<file path="src/hdl/spsr_pkg.sv">
// ----------------------------------------------------------------------------
// Swap-pressure swappiness regulator package
// Shared types, constants and helper functions for the regulator.
// ----------------------------------------------------------------------------
package spsr_pkg;

   localparam int SIZE_BITS = 31;

   localparam logic [6:0]  SW_MAX        = 7'd100;
   localparam logic [7:0]  CNT_MAX       = 8'd255;
   localparam logic [7:0]  IDLE_MAX      = 8'd128;
   localparam logic [7:0]  CRIT_IDLE_MAX = 8'd8;
   localparam logic [3:0]  MUL_MAX       = 4'd8;
   localparam logic [3:0]  MUL_RESET     = 4'd1;

   localparam logic [14:0] T_CRIT_MS  = 15'd8000;
   localparam logic [14:0] T_RESTR_MS = 15'd16000;
   localparam logic [14:0] T_NORM_MS  = 15'd32000;

   typedef logic signed [4:0] step_type;

   localparam step_type STEP_M16 = -5'sd16;
   localparam step_type STEP_M8  = -5'sd8;
   localparam step_type STEP_M4  = -5'sd4;
   localparam step_type STEP_M2  = -5'sd2;
   localparam step_type STEP_M1  = -5'sd1;
   localparam step_type STEP_P1  = 5'sd1;
   localparam step_type STEP_P2  = 5'sd2;
   localparam step_type STEP_P4  = 5'sd4;

   typedef enum logic [1:0] {
      INTERVAL_CRIT,
      INTERVAL_RESTR,
      INTERVAL_NORM
   } interval_type;

   typedef struct packed {
      logic [SIZE_BITS-1:0] swap_total_kb;
      logic [SIZE_BITS-1:0] swap_free_kb;
      logic [6:0]           active_swappiness;
   } req_payload_type;

   typedef struct packed {
      logic [6:0]  new_swappiness;
      logic        write_done;
      logic        rescheduled;
      logic [17:0] next_interval_ms;
   } rsp_payload_type;

   // A step is dropped when the value already sits at the limit it pushes to
   function automatic logic step_allowed(input logic [6:0] cur, input step_type step);
      logic at_top;
      logic at_bottom;
      at_top    = (cur >= SW_MAX) && !step[4];
      at_bottom = (cur == 7'd0) && (step[4] || (step == 5'sd0));
      return !(at_top || at_bottom);
   endfunction

   function automatic logic [6:0] apply_step(input logic [6:0] cur, input step_type step);
      logic signed [8:0] sum;
      logic [6:0]        res;
      sum = $signed({2'b00, cur}) + $signed({{4{step[4]}}, step});
      if (sum < 9'sd0) begin
         res = 7'd0;
      end else if (sum > $signed({2'b00, SW_MAX})) begin
         res = SW_MAX;
      end else begin
         res = sum[6:0];
      end
      return res;
   endfunction

   function automatic logic [14:0] interval_ms(input interval_type code);
      logic [14:0] ms;
      unique case (code)
         INTERVAL_CRIT:  ms = T_CRIT_MS;
         INTERVAL_RESTR: ms = T_RESTR_MS;
         INTERVAL_NORM:  ms = T_NORM_MS;
         default:        ms = T_CRIT_MS;
      endcase
      return ms;
   endfunction

endpackage

</file>
<file path="src/hdl/swap_pressure_swappiness_regulator_unit.sv">
// ----------------------------------------------------------------------------
// Swap-pressure swappiness regulator
// An accepted request is held in the input register, then its response in the
// response register. Throughput: one transaction per cycle while not stalled.
// Synchronous active-high reset: multiplier 1, first-sample flag set, counters
// and history cleared, base interval 8000 ms.
// ----------------------------------------------------------------------------
module swap_pressure_swappiness_regulator_unit (
   input  logic                      clock,
   input  logic                      reset,
   input  logic                      req_valid,
   output logic                      req_stall,
   input  spsr_pkg::req_payload_type req_payload,
   output logic                      rsp_valid,
   input  logic                      rsp_stall,
   output spsr_pkg::rsp_payload_type rsp_payload,
   input  logic                      csr_write_enable,
   input  logic [3:0]                csr_write_data
);
   import spsr_pkg::*;

   // pipeline control
   logic            item_valid_ff, item_valid_in;
   req_payload_type item_ff;
   logic            rsp_valid_ff, rsp_valid_in;
   rsp_payload_type rsp_ff, rsp_in;
   logic            advance;
   logic            fire;

   // regulator state
   logic [3:0]           mul_ff, mul_in;
   logic [SIZE_BITS-1:0] prev_free_ff, prev_free_in;
   logic                 first_ff, first_in;
   logic [7:0]           count_ff, count_in;
   interval_type         base_ff, base_in;

   // datapath
   logic [SIZE_BITS-1:0] total;
   logic [SIZE_BITS-1:0] freek;
   logic [6:0]           cur;
   logic [SIZE_BITS:0]   diff_raw;
   logic                 diff_neg;
   logic                 diff_zero;
   logic [SIZE_BITS-1:0] mag;
   logic                 gt16, gt32, gt64;
   logic                 zone_top, zone_low, zone_restr;
   logic [7:0]           count_inc;
   logic                 pri_try, idle_try;
   step_type             pri_step, idle_step;
   logic                 pri_ok, idle_ok;
   logic [6:0]           val;
   logic                 wrote;
   logic [3:0]           mul_eff;
   logic [18:0]          interval_full;

   assign advance   = !rsp_valid_ff || !rsp_stall;
   assign fire      = item_valid_ff && advance;
   assign req_stall = item_valid_ff && !advance;

   assign item_valid_in = req_valid ? 1'b1 : (advance ? 1'b0 : item_valid_ff);
   assign rsp_valid_in  = fire ? 1'b1 : (advance ? 1'b0 : rsp_valid_ff);

   assign total = item_ff.swap_total_kb;
   assign freek = item_ff.swap_free_kb;
   assign cur   = (item_ff.active_swappiness > SW_MAX) ? SW_MAX
                                                       : item_ff.active_swappiness;

   // diff = previous - current; magnitude used for both fall and rise
   assign diff_raw  = {1'b0, prev_free_ff} - {1'b0, freek};
   assign diff_neg  = diff_raw[SIZE_BITS];
   assign diff_zero = (prev_free_ff == freek);
   assign mag       = diff_neg ? (freek - prev_free_ff) : diff_raw[SIZE_BITS-1:0];

   assign gt16 = mag > (total >> 4);
   assign gt32 = mag > (total >> 5);
   assign gt64 = mag > (total >> 6);

   assign zone_top   = freek >= (total >> 1);
   assign zone_low   = freek <= (total >> 3);
   assign zone_restr = freek <  (total >> 2);

   assign count_inc = (count_ff == CNT_MAX) ? CNT_MAX : count_ff + 8'd1;

   always_comb begin
      pri_try   = 1'b0;
      pri_step  = STEP_M4;
      idle_try  = 1'b0;
      idle_step = STEP_P1;
      base_in   = base_ff;
      if (zone_top) begin
         base_in = INTERVAL_NORM;
      end else if (zone_low) begin
         base_in = INTERVAL_CRIT;
         if (diff_zero) begin
            pri_try  = count_inc > CRIT_IDLE_MAX;
            pri_step = STEP_M4;
         end else if (!diff_neg) begin
            pri_try  = 1'b1;
            pri_step = gt16 ? STEP_M16 : (gt32 ? STEP_M8 : STEP_M4);
         end
      end else if (zone_restr) begin
         base_in   = INTERVAL_RESTR;
         pri_try   = gt64;
         if (!diff_neg) begin
            pri_step = gt16 ? STEP_M4 : (gt32 ? STEP_M2 : STEP_M1);
         end else begin
            pri_step = gt16 ? STEP_P4 : (gt32 ? STEP_P2 : STEP_P1);
         end
         idle_try  = count_inc > IDLE_MAX;
         idle_step = STEP_P1;
      end else begin
         base_in   = INTERVAL_NORM;
         pri_try   = gt32;
         if (!diff_neg) begin
            pri_step = gt16 ? STEP_M2 : STEP_M1;
         end else begin
            pri_step = gt16 ? STEP_P2 : STEP_P1;
         end
         idle_try  = count_inc > IDLE_MAX;
         idle_step = STEP_P2;
      end
   end

   assign pri_ok  = pri_try && step_allowed(cur, pri_step);
   assign idle_ok = idle_try && step_allowed(cur, idle_step);

   always_comb begin
      val   = cur;
      wrote = 1'b0;
      if (zone_top) begin
         // any value short of the maximum jumps straight to it
         if (cur != SW_MAX) begin
            val   = SW_MAX;
            wrote = 1'b1;
         end
      end else if (pri_ok) begin
         val   = apply_step(cur, pri_step);
         wrote = 1'b1;
      end else if (idle_ok) begin
         val   = apply_step(cur, idle_step);
         wrote = 1'b1;
      end
   end

   assign mul_eff = (mul_ff > MUL_MAX) ? MUL_MAX : mul_ff;

   always_comb begin
      prev_free_in  = prev_free_ff;
      first_in      = first_ff;
      count_in      = count_ff;
      interval_full = 19'd0;
      rsp_in        = '{new_swappiness: cur, write_done: 1'b0, rescheduled: 1'b0,
                        next_interval_ms: 18'd0};
      if (total != '0) begin
         prev_free_in       = freek;
         first_in           = 1'b0;
         rsp_in.rescheduled = 1'b1;
         if (first_ff) begin
            interval_full = 19'(interval_ms(base_ff)) * 19'(mul_eff);
         end else begin
            count_in              = (zone_top || wrote) ? 8'd0 : count_inc;
            rsp_in.new_swappiness = val;
            rsp_in.write_done     = wrote;
            interval_full         = 19'(interval_ms(base_in)) * 19'(mul_eff);
         end
         rsp_in.next_interval_ms = interval_full[17:0];
      end
   end

   assign mul_in = csr_write_enable ? csr_write_data : mul_ff;

   always_ff @(posedge clock) begin
      if (reset) begin
         item_valid_ff <= 1'b0;
         rsp_valid_ff  <= 1'b0;
         mul_ff        <= MUL_RESET;
         prev_free_ff  <= '0;
         first_ff      <= 1'b1;
         count_ff      <= 8'd0;
         base_ff       <= INTERVAL_CRIT;
      end else begin
         item_valid_ff <= item_valid_in;
         rsp_valid_ff  <= rsp_valid_in;
         mul_ff        <= mul_in;
         if (fire) begin
            prev_free_ff <= prev_free_in;
            first_ff     <= first_in;
            count_ff     <= count_in;
            if ((total != '0) && !first_ff) begin
               base_ff <= base_in;
            end
         end
      end
   end

   always_ff @(posedge clock) begin
      if (req_valid && !req_stall) begin
         item_ff <= req_payload;
      end
      if (fire) begin
         rsp_ff <= rsp_in;
      end
   end

   assign rsp_valid   = rsp_valid_ff;
   assign rsp_payload = rsp_ff;

endmodule
</file>
<file path="config.mk">
export PLATFORM = sky130hd
export DESIGN_NAME = swap_pressure_swappiness_regulator_unit
export DESIGN_NICKNAME = d
export VERILOG_FILES = /design/src/hdl/spsr_pkg.sv /design/src/hdl/swap_pressure_swappiness_regulator_unit.sv
export SDC_FILE = /design/constraint.sdc
export NUM_CORES = 1
export LEC_CHECK = 0
export ABC_AREA = 0
export BUFFER_PORTS_ARGS = -buffer_cell sky130_fd_sc_hd__buf_4
export CAP_MARGIN = 10
export CORE_ASPECT_RATIO = 1.2
export CORE_MARGIN = 2
export CORE_UTILIZATION = 40
export DETAILED_ROUTE_END_ITERATION = 6
export PLACE_DENSITY = 0.66
export RECOVER_POWER = 25
export SYNTH_ARGS = -nofsm -noshare
export SYNTH_HDL_FRONTEND = slang
export SYNTH_SLANG_ARGS = --single-unit
</file>
<file path="constraint.sdc">
create_clock -name clock -period 8.27 [get_ports clock]
set_clock_uncertainty 0.05 [all_clocks]
set_input_delay 0.827 -clock clock [delete_from_list [all_inputs] [get_ports clock]]
set_output_delay 0.827 -clock clock [all_outputs]
set_load 0.01 [all_outputs]
</file>
After elaboration in Yosys (flattened, before gate mapping)
Cells that the tools add are included.

word-level totals
  register bits after elaboration = 144
  output and inout port bits = 29

cells by class
  $add $sub $neg = 5
  multiply operators = 2
  $lt $le $gt $ge = 15
  eq/ne operators = 7
  muxes and demuxes = 57
  bitwise operators = 2
  reductions and logical operators = 35

operators by type and width
  operator            count
  $mux 7              9
  $mux 15             4
  $pmux 15 s2         2
  $mul 15x4->18       2
  $sub 31x31->32      1
  $eq 31x31->1        1
  $ge 31x30->1        1
  $gt 31x25->1        1
  $gt 31x26->1        1
  $gt 31x27->1        1
  $le 31x28->1        1
  $lt 31x29->1        1
  $mux 31             1
  $reduce_bool 31->1  1
  $sub 31x31->31      1
  $mux 27             1
  $mux 5              5
  $mux 8              3
  $gt 9x8->1 const B  2
  $lt 9x1->1 const B  2
  $mux 18             1
  $mux 2              9
  $mux 1              16
  $mux 4              4
  25 further kinds    52

Logic depth before layout (Yosys ltp)
  word-level depth = 19
  mapped depth = 39
  mapped depth without buffers = 36

Least setup slack after synthesis
No wires, ideal clock.

  path kind = flip-flop to flip-flop
  start = register item_ff (netlist bit freek[2])
  end = register rsp_ff (netlist bit rsp_payload[21]), data pin
  setup time = 158 ps
  arrival = 6604 ps
  required time = 8062 ps
  setup slack = 1457 ps
  cell stages (with the launch flop) = 36
  clock period less this slack = 6813 ps
  cells stage by stage = edfxtp_1 -> ha_1 -> buf_2 -> a21oi_2 -> a21oi_2 -> a2111oi_4 -> o31ai_4 -> a21o_2 -> buf_2 -> and2_1 -> a221oi_1 -> o221ai_1 -> xor2_1 -> ha_1 -> nand2_1 -> nor3_1 -> nand3_1 -> a21oi_1 -> a21oi_1 -> o21ai_0 -> o21ai_0 -> a21oi_1 -> nor2_1 -> mux2i_1 -> and2_1 -> ha_1 -> a21o_1 -> a21oi_1 -> o21ai_0 -> o21ai_0 -> nand2b_1 -> a21oi_1 -> and2_1 -> mux2i_1 -> or4_1 -> o211ai_1

RTL lines
  element                 RTL line                                        RTL
  from (decl)             swap_pressure_swappiness_regulator_unit.sv:24   req_payload_type item_ff;
  from (signal assigned)  swap_pressure_swappiness_regulator_unit.sv:198  item_ff <= req_payload;
  to (signal assigned)    swap_pressure_swappiness_regulator_unit.sv:201  rsp_ff <= rsp_in;
  to (decl)               swap_pressure_swappiness_regulator_unit.sv:26   rsp_payload_type rsp_ff, rsp_in;

==> results <==
- The run finished with clean final reports.
- The final setup TNS is 0 ns.
- The most common cell in the synthesized netlist is ha_1.
- The wire length of the first global-routing pass is 72500 um.
- After synthesis, the cell types taking the most area are ha_1 23%, edfxtp_1 18%, dfxtp_1 6.4%, a21oi_1 6.1%, nand2_1 4.4%.
- The final layout contains routed wiring with a total length of 46800 um.
- The portion of synthesized cell area occupied by the leading cell type is 22.6%.
- At the pin with the least slew margin, the transition time is 1.08 ns.
- The post-route netlist has 11.7% of its cells at a drive strength greater than 1.
- The via count of the first global-routing pass is 13395.
- The H-tree was split into 4 levels.
- The final layout contains 2227 nets.
- A synthesized cell averages 8.59 um2.
- The remaining antenna violation count after routing is 0.
- After detailed routing, the number of vias per cell comes to 5.74.
- 107 I/O pins were placed.
- The most used flip-flop cell after synthesis is edfxtp_1.
- The floorplan step defined a core boundary enclosing 37000 um2.
- The routed length on met1 is 18500 um.
- The die covers 39300 um2.
- The die width is 181 um.
- The sort of element at the end of the critical path is a register.
- The cell at the root of the clock tree is clkbuf_16.
- The number of sinks handled by clock tree synthesis is 138.
- The clock period could shrink to 7.72 ns.
- VDD sags by at most 147 uV.
- Based on the critical path, the design can be clocked at up to 130 MHz.
- Data on the critical path arrives at its endpoint at 7.86 ns.
- The clock-pin slew on the worst setup and hold paths is 0.06 ns.
- Port buffering added 100 buffers.
- The height of the die is 217 um.
- Summed over all cells, the static leakage comes to 0.00769 uW.
- The CTS tree is built.
- Of all nets on the critical path, the largest fanout is 16.
- The detailed-route via count is 13409.
- For this configuration, the core starts out at a cell density of 40.8%.
- The largest net degree at the start of global routing is 56.
- The largest single stage delay on the critical path is 0.49 ns.
- The number of fill cells in the layout is 3633.
- The first-pass detailed-route iteration total is 6.
- The number of clock buffers added by TritonCTS is 17.
- The class of the tightest hold or removal check is register to register.
- The placed instances occupy a cell area of 16300 um2.
- In the finished design, the share of the clock period the worst path needs comes to 93.4%.
- The cell repeated most along the worst path is a21oi_1.
- After floorplanning, the core was divided into 77 placement rows.
- Setup repair after global routing left no endpoint under its margin.
- The weighted congestion reported at the end of routability-driven placement is 0.997.
- The routed length on met2 is 23800 um.
- The total power density per cell area is 158 nW/um2.
- The total track usage is 23.9%.
- The uppermost signal routing layer after detailed routing is met4.
- The proportion of register bits with asynchronous set or reset after synthesis is 0%.
- Headroom to the max-slew limit came out at 27.1%.
- The number of pins with negative max-slew slack in the final report was 0.
- After synthesis, flip-flops and latches occupy 24.3% of the total area.
- The detailed-placement wirelength estimate is 37900 um.
- The remaining design rule violation count is 0.
- Global routing finished with a remaining overflow of 0.
- Data on the critical path is required at its endpoint by 8.41 ns.
- The leading area contributor after synthesis is ha_1.
- The highest-delay cell along the critical path is edfxtp_1.
- Setup violations remaining at the end of the flow were counted as 0.
- Relative to the synthesized area, the layout overhead comes to 12.8%.
- The maximum count of clock buffers along a single path is 2.
- The category of the critical setup timing path is register to register.
- The flop and latch count out of synthesis is 138.
- Summed over all nets, wire length on met3 after detailed routing comes to 1850 um.
- The combined area of all synthesized cells is 15100 um2.
- Once layout is done, the placed cells without fillers occupy 17000 um2.
- Counting flops with a built-in enable in the synthesized netlist gives 90.
- The number of violations reported at the end of detailed-routing iteration 0 is 871.
- The final count of hold timing violations is 0.
- Clock latency on the worst-skew pair, taken at its later pin, is 0.46 ns.
- During synthesis, Yosys emitted a total of 0 warnings.
- After technology mapping, the gate count stands at 1757.
- The number of antenna repair diodes is 0.
- The reported max-cap violation count is 0.
- The synthesized netlist contains 89 unique library cells.
- The number of antenna violations at the first check in global routing came to 0.
- The commonest cells after synthesis are 273 x ha_1, 185 x a21oi_1, 177 x nand2_1.
- The startpoint kind of the worst setup timing path is a register.
- Dividing the detail-routed wire length by the instance count gives 20.0 um.
[timing repair]
action / CTS / global route
endpoints found under the hold margin: 0 / 0
gates resized for setup: 0 / 9
buffers inserted: 0 / 4
setup endpoints to repair: 0 / 7
hold buffers: 0 / 0
[cells in the final DEF, fill, tap and decap left out, types with 6 or more instances in the layout]
cell type  netlist  layout
o21ai_1         10      11
buf_4           12      75
a211o_1          7       7
edfxtp_1        90      90
fa_1            28      28
a221oi_1         8       7
conb_1           1       6
nand2b_1        14      14
and3_1           9       9
nor4_1          15      15
a211oi_1        18      18
clkbuf_4         0      62
and2_1          16      16
nor2_1         127     124
and4_1           6       6
nor3_1          29      28
a21o_1          62      62
nand2_1        177     177
o211ai_1         8       8
a31oi_1          9       9
clkbuf_16        0      19
inv_1          163     163
o22ai_1          6       6
mux2i_1         21      21
nand4_1         42      42
dfxtp_1         48      48
nand3_1         24      24
o21ai_0         75      74
xnor2_1         33      33
a21oi_1        185     184
a21oi_2          7       8
xor2_1          22      20
ha_1           273     273
o21a_1           9       9
nor2b_1         13      12
o21bai_1        19      19
o221ai_1         6       6
[final timing paths]
kind	endpoint	slack, ns	cells past startpoint	from
setup / recovery	rsp_payload[24]	0.55	36	freek[2]
hold / removal	prev_free_ff[30]	0.42	2	prev_free_ff[30]
setup reg to reg	rsp_payload[24]	0.55	36	freek[2]
hold reg to reg	prev_free_ff[30]	0.42	2	prev_free_ff[30]
[final cells by class]
class	instances	area [um2]	area share [%]
tap	474	593	3.49
clock buffer	22	497	2.92
multi-input combinational	1389	10500	61.7
clock inverter	10	113	0.662
sequential	138	3660	21.5
inverter	165	619	3.64
timing repair buffer	137	1030	6.05
[registers in the layout, summed over array words and instances (netlist names)]
register and flops:
total 31, count_ff 8, first_ff 1, rsp_valid 1, freek 31, item_valid_ff 1, rsp_payload 21, mul_ff 4
prev_free_ff 31, base_ff 2, item_ff 7
[where the power goes]
group	internal, uW	leakage (uW)	switching (uW)
registers	784	0.00126	33.1
logic	432	0.00613	646
clock network	486	0.000304	312
[layer usage]
layer,GRT usage [%],up-vias
met5,0,-
met2,43.6,391
met4,13.5,0
li1,-,6549
met1,26.3,6347
met3,3.80,122
[stage by stage]
step           hold slack [ns]  utilization [%]  power, uW  cells  setup WS, ns
2_1_floorplan            0.391                -       1580   1762          1.46
3_3_place_gp             0.399             44.1       1860   2299         0.542
3_5_place_dp             0.414             44.1       1890   2299         0.343
4_1_cts                  0.423             45.8       2700   2331         0.290
5_1_grt                  0.446             46.0       2870   2335       0.00692
6_report                 0.422             46.0       2690   2335         0.550
[critical path, delay by kind of cell (launching register included)]
kind                     cells  cell delay (ns)
AO/OA/AOI/OAI               21             3.75
XOR/XNOR                     1             0.22
adder cells (fa/ha/maj)      4             1.39
buffers and inverters        3             0.46
flip-flops                   1             0.49
multiplexers                 1             0.20
AND/OR/NAND/NOR              6             0.87
[kinds of logic (layout without fill, tap and decap cells)]
kind of cell | after synthesis | in the layout | synth area share, %
compound gates | 503 | 503 | 22.0
other cells | 1 | 6 | 0.0249
flops | 138 | 138 | 24.3
buf+inv | 235 | 334 | 6.62
simple gates | 499 | 499 | 15.7
mux | 23 | 23 | 1.56
xor+xnor | 57 | 57 | 3.45
fa+ha+maj | 301 | 301 | 26.4
Power figures use the tool's default switching activity.
